<file path="config.mk">
export PLATFORM = sky130hd
export DESIGN_NAME = facility_assignment_cost_checker_core
export DESIGN_NICKNAME = d
export VERILOG_FILES = /design/src/rtl/core/fac_chk_pkg.sv /design/src/rtl/core/fac_chk_ram.sv /design/src/rtl/core/facility_assignment_cost_checker_core.sv
export SDC_FILE = /design/constraint.sdc
export NUM_CORES = 2
export LEC_CHECK = 0
export BUFFER_PORTS_ARGS = -buffer_cell sky130_fd_sc_hd__buf_2
export CAP_MARGIN = 30
export CORE_MARGIN = 1.5
export CORE_UTILIZATION = 40
export CTS_CLUSTER_DIAMETER = 150
export DETAILED_ROUTE_END_ITERATION = 8
export PLACE_DENSITY = 0.55
export SLEW_MARGIN = 5
export SYNTH_ARGS = -nofsm -noshare
export SYNTH_HDL_FRONTEND = slang
export SYNTH_HIERARCHICAL = 1
export SYNTH_MEMORY_MAX_BITS = 65536
export SYNTH_SLANG_ARGS = --single-unit
</file>
<file path="constraint.sdc">
create_clock -name clk -period 16.7 [get_ports clk]
set_clock_uncertainty 0.1 [all_clocks]
set_input_delay 1.67 -clock clk [delete_from_list [all_inputs] [get_ports clk]]
set_output_delay 1.67 -clock clk [all_outputs]
set_load 0.01 [all_outputs]
</file>
<file path="src/rtl/core/fac_chk_pkg.sv">
// Package for the facility assignment cost checker.
// Holds the request and result types, field widths and cost limits.
// Used by the top level.
package fac_chk_pkg;

  localparam int FACILITY_W = 6;
  localparam int CAPACITY_W = 24;
  localparam int COST_W = 24;
  localparam int DEMAND_W = 16;
  localparam int TOTAL_W = 31;
  localparam int LOAD_W = 25;
  localparam int TABLE_W = CAPACITY_W + COST_W;

  localparam int DEFAULT_MAX_FACILITIES = 64;

  localparam logic [TOTAL_W-1:0] COST_INVALID = {TOTAL_W{1'b1}};
  localparam logic [TOTAL_W-1:0] COST_SAT = COST_INVALID - TOTAL_W'(1);
  localparam logic [LOAD_W-1:0] LOAD_SAT = {LOAD_W{1'b1}};

  typedef enum logic {
    CMD_LOAD     = 1'b0,
    CMD_CUSTOMER = 1'b1
  } command_t;

  typedef struct packed {
    command_t              command;
    logic [FACILITY_W-1:0] facility;
    logic [CAPACITY_W-1:0] capacity;
    logic [COST_W-1:0]     setup_cost;
    logic [DEMAND_W-1:0]   demand;
    logic [COST_W-1:0]     serve_cost;
    logic                  last;
  } request_t;

  typedef struct packed {
    logic [TOTAL_W-1:0] total_cost;
    logic               valid_res;
  } result_t;

endpackage

</file>
<file path="src/rtl/core/fac_chk_ram.sv">
// Simple dual-port RAM for the cost checker, one write and one read port.
// Read data is registered. Depends on nothing outside this file.
module fac_chk_ram #(
  parameter int WIDTH = 8,
  parameter int DEPTH = 64
) (
  input  logic                     clk,
  input  logic                     we,
  input  logic [$clog2(DEPTH)-1:0] waddr,
  input  logic [WIDTH-1:0]         wdata,
  input  logic                     re,
  input  logic [$clog2(DEPTH)-1:0] raddr,
  output logic [WIDTH-1:0]         rdata
);

  logic [WIDTH-1:0] mem [DEPTH];

  always_ff @(posedge clk) begin
    if (we) begin
      mem[waddr] <= wdata;
    end
  end

  always_ff @(posedge clk) begin
    if (re) begin
      rdata <= mem[raddr];
    end
  end

endmodule

</file>
<file path="src/rtl/core/facility_assignment_cost_checker_core.sv">
// Top level of the facility assignment cost checker.
// Depends on fac_chk_pkg and fac_chk_ram.
//
// One request is taken in every clock cycle while item_stall is low. A load request writes
// a facility's capacity and opening cost; customer requests then add opening and assignment
// costs and track the load on each facility. The customer request marked last yields one
// result, which passes from the s1 stage register into the output register, and the
// per-solution state is cleared at once, so the next solution may follow in the next cycle.
// The rate is set by the compute stage, which uses one read of each table, saturating load
// and cost adds and a capacity compare per cycle; a stalled result holds that stage only
// when it brings another result. Opened marks are flip-flops, all cleared at once, so there is no clearing pass.
module facility_assignment_cost_checker_core
  import fac_chk_pkg::*;
#(
  parameter int MAX_FACILITIES = DEFAULT_MAX_FACILITIES
) (
  input  logic     clk,
  input  logic     rst,
  input  logic     item_valid,
  output logic     item_stall,
  input  request_t item,
  output logic     result_valid,
  input  logic     result_stall,
  output result_t  result
);

  localparam int AW = $clog2(MAX_FACILITIES);

  logic                      accept;
  logic                      advance;
  logic                      produce;

  logic                      s1_valid;
  request_t                  s1_item;
  logic [AW-1:0]             s1_addr;
  logic                      in_range;

  logic [TABLE_W-1:0]        tbl_rdata;
  logic [LOAD_W-1:0]         load_rdata;
  logic                      tbl_fwd_valid;
  logic [AW-1:0]             tbl_fwd_addr;
  logic [TABLE_W-1:0]        tbl_fwd_data;
  logic                      load_fwd_valid;
  logic [AW-1:0]             load_fwd_addr;
  logic [LOAD_W-1:0]         load_fwd_data;

  logic [MAX_FACILITIES-1:0] opened;
  logic [MAX_FACILITIES-1:0] opened_next;
  logic [TOTAL_W-1:0]        running_cost;
  logic [TOTAL_W-1:0]        running_cost_next;
  logic                      still_valid;
  logic                      still_valid_next;

  logic [TABLE_W-1:0]        tbl_entry;
  logic [CAPACITY_W-1:0]     cap;
  logic [COST_W-1:0]         ocost;
  logic                      was_open;
  logic [LOAD_W-1:0]         load_old;
  logic [LOAD_W:0]           load_sum;
  logic [LOAD_W-1:0]         load_new;
  logic                      over;
  logic [COST_W:0]           add_amt;
  logic [TOTAL_W:0]          cost_sum;
  logic [TOTAL_W-1:0]        cost_new;
  logic                      valid_new;

  logic                      tbl_we;
  logic                      load_we;

  assign s1_addr = AW'(s1_item.facility);
  assign in_range = int'(s1_item.facility) < MAX_FACILITIES;

  assign produce = s1_valid && (s1_item.command == CMD_CUSTOMER) && s1_item.last;
  assign advance = s1_valid && (!produce || !result_valid || !result_stall);
  assign item_stall = s1_valid && !advance;
  assign accept = item_valid && !item_stall;

  assign tbl_we = advance && (s1_item.command == CMD_LOAD) && in_range;
  assign load_we = advance && (s1_item.command == CMD_CUSTOMER) && in_range;

  fac_chk_ram #(
    .WIDTH (TABLE_W),
    .DEPTH (MAX_FACILITIES)
  ) u_tables (
    .clk   (clk),
    .we    (tbl_we),
    .waddr (s1_addr),
    .wdata ({s1_item.capacity, s1_item.setup_cost}),
    .re    (accept),
    .raddr (AW'(item.facility)),
    .rdata (tbl_rdata)
  );

  fac_chk_ram #(
    .WIDTH (LOAD_W),
    .DEPTH (MAX_FACILITIES)
  ) u_loads (
    .clk   (clk),
    .we    (load_we),
    .waddr (s1_addr),
    .wdata (load_new),
    .re    (accept),
    .raddr (AW'(item.facility)),
    .rdata (load_rdata)
  );

  always_comb begin
    tbl_entry = (tbl_fwd_valid && tbl_fwd_addr == s1_addr) ? tbl_fwd_data : tbl_rdata;
    cap = tbl_entry[TABLE_W-1:COST_W];
    ocost = tbl_entry[COST_W-1:0];
    was_open = in_range ? opened[s1_addr] : 1'b1;

    if (!was_open) begin
      load_old = '0;
    end else if (load_fwd_valid && load_fwd_addr == s1_addr) begin
      load_old = load_fwd_data;
    end else begin
      load_old = load_rdata;
    end
    load_sum = {1'b0, load_old} + (LOAD_W + 1)'(s1_item.demand);
    load_new = (load_sum > {1'b0, LOAD_SAT}) ? LOAD_SAT : load_sum[LOAD_W-1:0];
    over = load_new > LOAD_W'(cap);

    add_amt = (was_open ? (COST_W + 1)'(0) : {1'b0, ocost}) + {1'b0, s1_item.serve_cost};
    cost_sum = {1'b0, running_cost} + (TOTAL_W + 1)'(add_amt);
    cost_new = (cost_sum > {1'b0, COST_SAT}) ? COST_SAT : cost_sum[TOTAL_W-1:0];
    valid_new = still_valid && in_range && !over;

    opened_next = opened;
    running_cost_next = running_cost;
    still_valid_next = still_valid;
    if (advance && s1_item.command == CMD_CUSTOMER) begin
      if (s1_item.last) begin
        opened_next = '0;
        running_cost_next = '0;
        still_valid_next = 1'b1;
      end else begin
        if (in_range) begin
          opened_next[s1_addr] = 1'b1;
        end
        running_cost_next = cost_new;
        still_valid_next = valid_new;
      end
    end
  end

  always_ff @(posedge clk) begin
    if (rst) begin
      s1_valid <= 1'b0;
      tbl_fwd_valid <= 1'b0;
      load_fwd_valid <= 1'b0;
      opened <= '0;
      running_cost <= '0;
      still_valid <= 1'b1;
      result_valid <= 1'b0;
    end else begin
      if (accept) begin
        s1_valid <= 1'b1;
      end else if (advance) begin
        s1_valid <= 1'b0;
      end
      if (tbl_we) begin
        tbl_fwd_valid <= 1'b1;
      end
      if (load_we) begin
        load_fwd_valid <= 1'b1;
      end
      opened <= opened_next;
      running_cost <= running_cost_next;
      still_valid <= still_valid_next;
      if (produce && advance) begin
        result_valid <= 1'b1;
      end else if (!result_stall) begin
        result_valid <= 1'b0;
      end
    end
  end

  always_ff @(posedge clk) begin
    if (accept) begin
      s1_item <= item;
    end
    if (tbl_we) begin
      tbl_fwd_addr <= s1_addr;
      tbl_fwd_data <= {s1_item.capacity, s1_item.setup_cost};
    end
    if (load_we) begin
      load_fwd_addr <= s1_addr;
      load_fwd_data <= load_new;
    end
    if (produce && advance) begin
      result.total_cost <= valid_new ? cost_new : COST_INVALID;
      result.valid_res <= valid_new;
    end
  end

  a_invalid_cost : assert property (@(posedge clk) disable iff (rst)
    result_valid && !result.valid_res |-> result.total_cost == COST_INVALID)
    else $error("Invalid solution does not report the invalid cost.");

  a_valid_cost : assert property (@(posedge clk) disable iff (rst)
    result_valid && result.valid_res |-> result.total_cost <= COST_SAT)
    else $error("Valid solution cost exceeds the saturation limit.");

  a_running_sat : assert property (@(posedge clk) disable iff (rst)
    running_cost <= COST_SAT)
    else $error("Running cost exceeds the saturation limit.");

  a_clear_after_last : assert property (@(posedge clk) disable iff (rst)
    produce && advance |=> running_cost == '0 && still_valid && opened == '0 && result_valid)
    else $error("Solution state not cleared after the last customer.");

endmodule
</file>
==> metrics.md <==
| Metric | Value |
|---|---|
| Status | `complete, no violations` |
| Synth area leader | `edfxtp_1` |
| Sequential area share after synthesis | `between 70% and 80%` |
| CP startpoint kind | `register` |
| CP max stage cell | `edfxtp_1` |
| Power, Total | `27.09 mW` |
| Max Cap Viol | `0` |
| Cell Area, Synth | `0.1958 mm^2` |
| Synth top area cells | `edfxtp_1 76%, mux4_2 12%, mux2i_1 1.4%` |
| Num CTS Buffers | `534` |
| VDD IR-drop max | `~0.11 mV` |
| Switching power | `6.034 mW` |
| Yosys reg bits | `around 5000` |
| Initial DRT Pass Iterations | `6` |
| Max-slew headroom | `26.24%` |
| Most Frequent Cell on Critical Path | `nand2_1` |
| RSZ-0062 raised after global routing | `false` |
| Post-CTS setup buffers | `0` |
| PostCTS Resize Cnt | `0` |
| Synthesis-to-finish area growth | `13.95%` |
| Largest net degree at the start of global routing | `roughly 120` |
| I/O Pins | `roughly 130` |
| Clock root cell | `clkbuf_16` |
| Syn Nets | `9373` |
| Crit end category | `register` |
| Routing usage on met3 | `under 10%` |
| RePlAce Congestion | `roughly 0.86` |
| Clk pwr share | `between 40 and 50%` |
| Starting Density | `about two fifths` |
| Share of the synthesized area in the top cell type | `around three quarters` |
| Synth Flop Type | `edfxtp_1` |
| CTS tree | `built` |
| Hold Crit Class | `reg -> reg` |
| Hold path depth | `2` |
| Slew @ Worst Pin | `about 1.1 ns` |
| Critical Path RT | `17.39 ns` |
| Sw Share | `between 20% and 30%` |
| Gate count after technology mapping | `roughly 9200` |
| Synth warn | `6` |
| Share of post-route cells with drive strength above 1 | `between 20% and 30%` |
| Crit share post-route | `about three fifths` |
| DRC viols | `0` |
| Post-DP Area | `0.2061 mm^2` |
| Leak pwr | `around 70 nW` |
| Skew-Pair Late Insertion Delay | `roughly 1.1 ns` |
| Hold Violations, Final | `0` |
| Final wirelength | `just under 600000 um` |
| Highest clock rate | `approximately 100 MHz` |
| Post-synth EDFFs | `4958` |
| GR Util met2 | `between 30% and 40%` |
| Data arrival, critical path | `around 11 ns` |
| Tmin final | `between 9 and 10 ns` |
| Hold buffers post-CTS | `0` |
| Buffers on Ports | `133` |
| Final net count | `~10000` |
| Worst reg2reg path depth | `28` |
| Pwr dens | `roughly 120 mW/mm^2` |
| First-pass GRT wire length | `814900 um` |
| Post-synth top cells | `4958 x edfxtp_1, 1066 x mux4_2, 401 x nor2_1` |
| Detailed Route Iter0 Violations | `around 14000` |
| Vias in the first global route | `around 100k` |
| Row count | `256` |
| Met1 Track Usage GR | `34.59%` |
| Gr usage total | `23.69%` |
| Final setup TNS | `0 ns` |
| DIE HEIGHT | `roughly 700 um` |
| GR peak layer | `met2` |
| Largest fanout on the critical path | `66` |
| Most frequent cell after synthesis | `edfxtp_1` |
| Synth cell types | `80` |
| Drt via density | `approximately 6.1` |
| Hold path startpoint | `running_cost[0]$_SDFFE_PP0P_` |
| FF-to-FF Start | `s1_addr[0]$_DFFE_PP_` |
| Clk buf depth | `4` |
| Die Footprint | `roughly 0.49 mm^2` |
| Number of H-tree levels | `6` |
| Final setup viols | `0` |
| Asr flop ratio synth | `0%` |
| CP Buf/Inv Count | `3` |
| Comb power frac | `between 5 and 6%` |
| Drt wl/cell | `35.74 um` |
| Post-Layout Inst Area | `about 0.22 mm^2` |
| CP Depth | `28` |
| Delay-heaviest family, CP | `simple AND/OR/NAND/NOR gates` |
| Total core area | `0.4869 mm^2` |
| Worst-path clk slew | `0.06 ns` |
| Clock sinks | `approximately 5000` |
| Final HPWL DP | `roughly 340000 um` |
| Post-route ant nets | `0` |
| Slew Viols, Final | `0` |
| Sequential group share of total power | `between 50% and 60%` |
| CP Class | `reg -> reg` |
| Global route overflow | `0` |
| Critical Path Start | `s1_addr[0]$_DFFE_PP_` |
| Initial antenna violation count | `42` |
| Fill cells | `40420` |
| DR vias | `~100k` |
| Pint | `between 20 and 25 mW` |
| Mean Syn Cell Area | `approximately 21 um^2` |
| Width of the die | `roughly 700 um` |
| Worst path max stage delay | `~1 ns` |
==> sequential cells by signal, indices dropped and copies added (netlist names) <==
| register | flops |
|---|---|
| load_fwd_addr | 6 |
| load_fwd_data | 25 |
| load_fwd_valid | 1 |
| opened | 64 |
| result | 32 |
| result_valid | 1 |
| running_cost | 31 |
| s1_addr | 6 |
| s1_item | 90 |
| s1_valid | 1 |
| still_valid | 1 |
| tbl_fwd_addr | 6 |
| tbl_fwd_data | 48 |
| tbl_fwd_valid | 1 |
| u_loads/mem | 1600 |
| u_loads/rdata | 25 |
| u_tables/mem | 3072 |
| u_tables/rdata | 48 |
==> layout by cell type (no fill, tap or decap), drive strengths merged, types with 44 or more instances in the layout <==
cell type / netlist / layout
a211oi: 60 / 60
a21oi: 253 / 253
a221oi: 84 / 84
a22o: 77 / 77
a22oi: 114 / 114
buf: 333 / 558
clkbuf: 177 / 694
clkinv: 0 / 192
dfxtp: 100 / 100
edfxtp: 4958 / 4958
ha: 64 / 64
inv: 20 / 44
mux2: 148 / 148
mux2i: 270 / 270
mux4: 1074 / 1074
nand2: 167 / 167
nor2: 401 / 401
nor2b: 67 / 67
nor3: 45 / 45
o21ai: 82 / 82
o22ai: 220 / 220
==> worst reg2reg max path, delay by kind of cell (launching register included) <==
family,cells,cell delay (ns)
DFF,1,0.98
buffers and inverters,3,1.19
muxes,3,1.08
adders and majority gates,2,0.65
AOI/OAI and AO/OA,7,2.48
and+or+nand+nor,13,3.21
==> power by group through the flow <==
stage	Clock [mW]	Sequential [mW]	Combinational [mW]
3_5_place_dp	0	14.4	1.54
6_report	11.5	14.1	1.55
2_1_floorplan	0	14.4	0.883
5_1_grt	12.1	14.1	1.64
4_1_cts	11.6	14.1	1.54
3_3_place_gp	0	14.4	1.50
==> logic make-up (layout without fill, tap and decap cells) <==
kind of cell,count (synthesis),in the layout,share of synthesized area (%)
buf+inv,530,1527,1.545
other cells,0,14,0
compound gates,1088,1088,3.803
simple gates,875,875,2.080
xor+xnor,50,50,0.2237
flops,5058,5058,77.07
fa+ha+maj,90,90,0.6749
mux,1492,1492,14.60
==> through the flow <==
step | hold WS [ns] | cells | utilization [%] | worst slack, ns
floorplan | 0.3287 | 9183 | - | 6.588
global placement | 0.3428 | 15640 | 42.22 | 6.953
detailed placement | 0.3488 | 15670 | 42.33 | 6.888
CTS | 0.3568 | 16620 | 45.76 | 6.839
global route | 0.3780 | 16630 | 45.82 | 6.340
finish | 0.3567 | 16640 | 45.82 | 6.744
==> final timing paths <==
path	end	slack, ns
worst max-delay path	result[5]$_SDFFCE_PN1P_	6.74
worst min-delay path	running_cost[0]$_SDFFE_PP0P_	0.36
worst max register to register	result[5]$_SDFFCE_PN1P_	6.74
worst min register to register	running_cost[0]$_SDFFE_PP0P_	0.36
==> metal layers <==
metal	vias to the layer above	share of wire [%]
met4	18	2.5
met5	-	0.021
met1	55660	42
met2	5012	46
li1	39810	-
met3	767	9.4
==> cell type report <==
| class | instances | area, um^2 | share of cell area, % |
|---|---|---|---|
| Clock buffer | 694 | 14230 | 6.378 |
| Multi-Input combinational cell | 3595 | 42850 | 19.21 |
| Timing Repair Buffer | 558 | 4494 | 2.015 |
| Clock inverter | 255 | 2454 | 1.100 |
| Inverter | 20 | 75.07 | 0.03365 |
| Sequential cell | 5058 | 150900 | 67.63 |
| Antenna cell | 14 | 35.03 | 0.01570 |
| Tap cell | 6450 | 8070 | 3.617 |
Power figures use the tool's default switching activity.
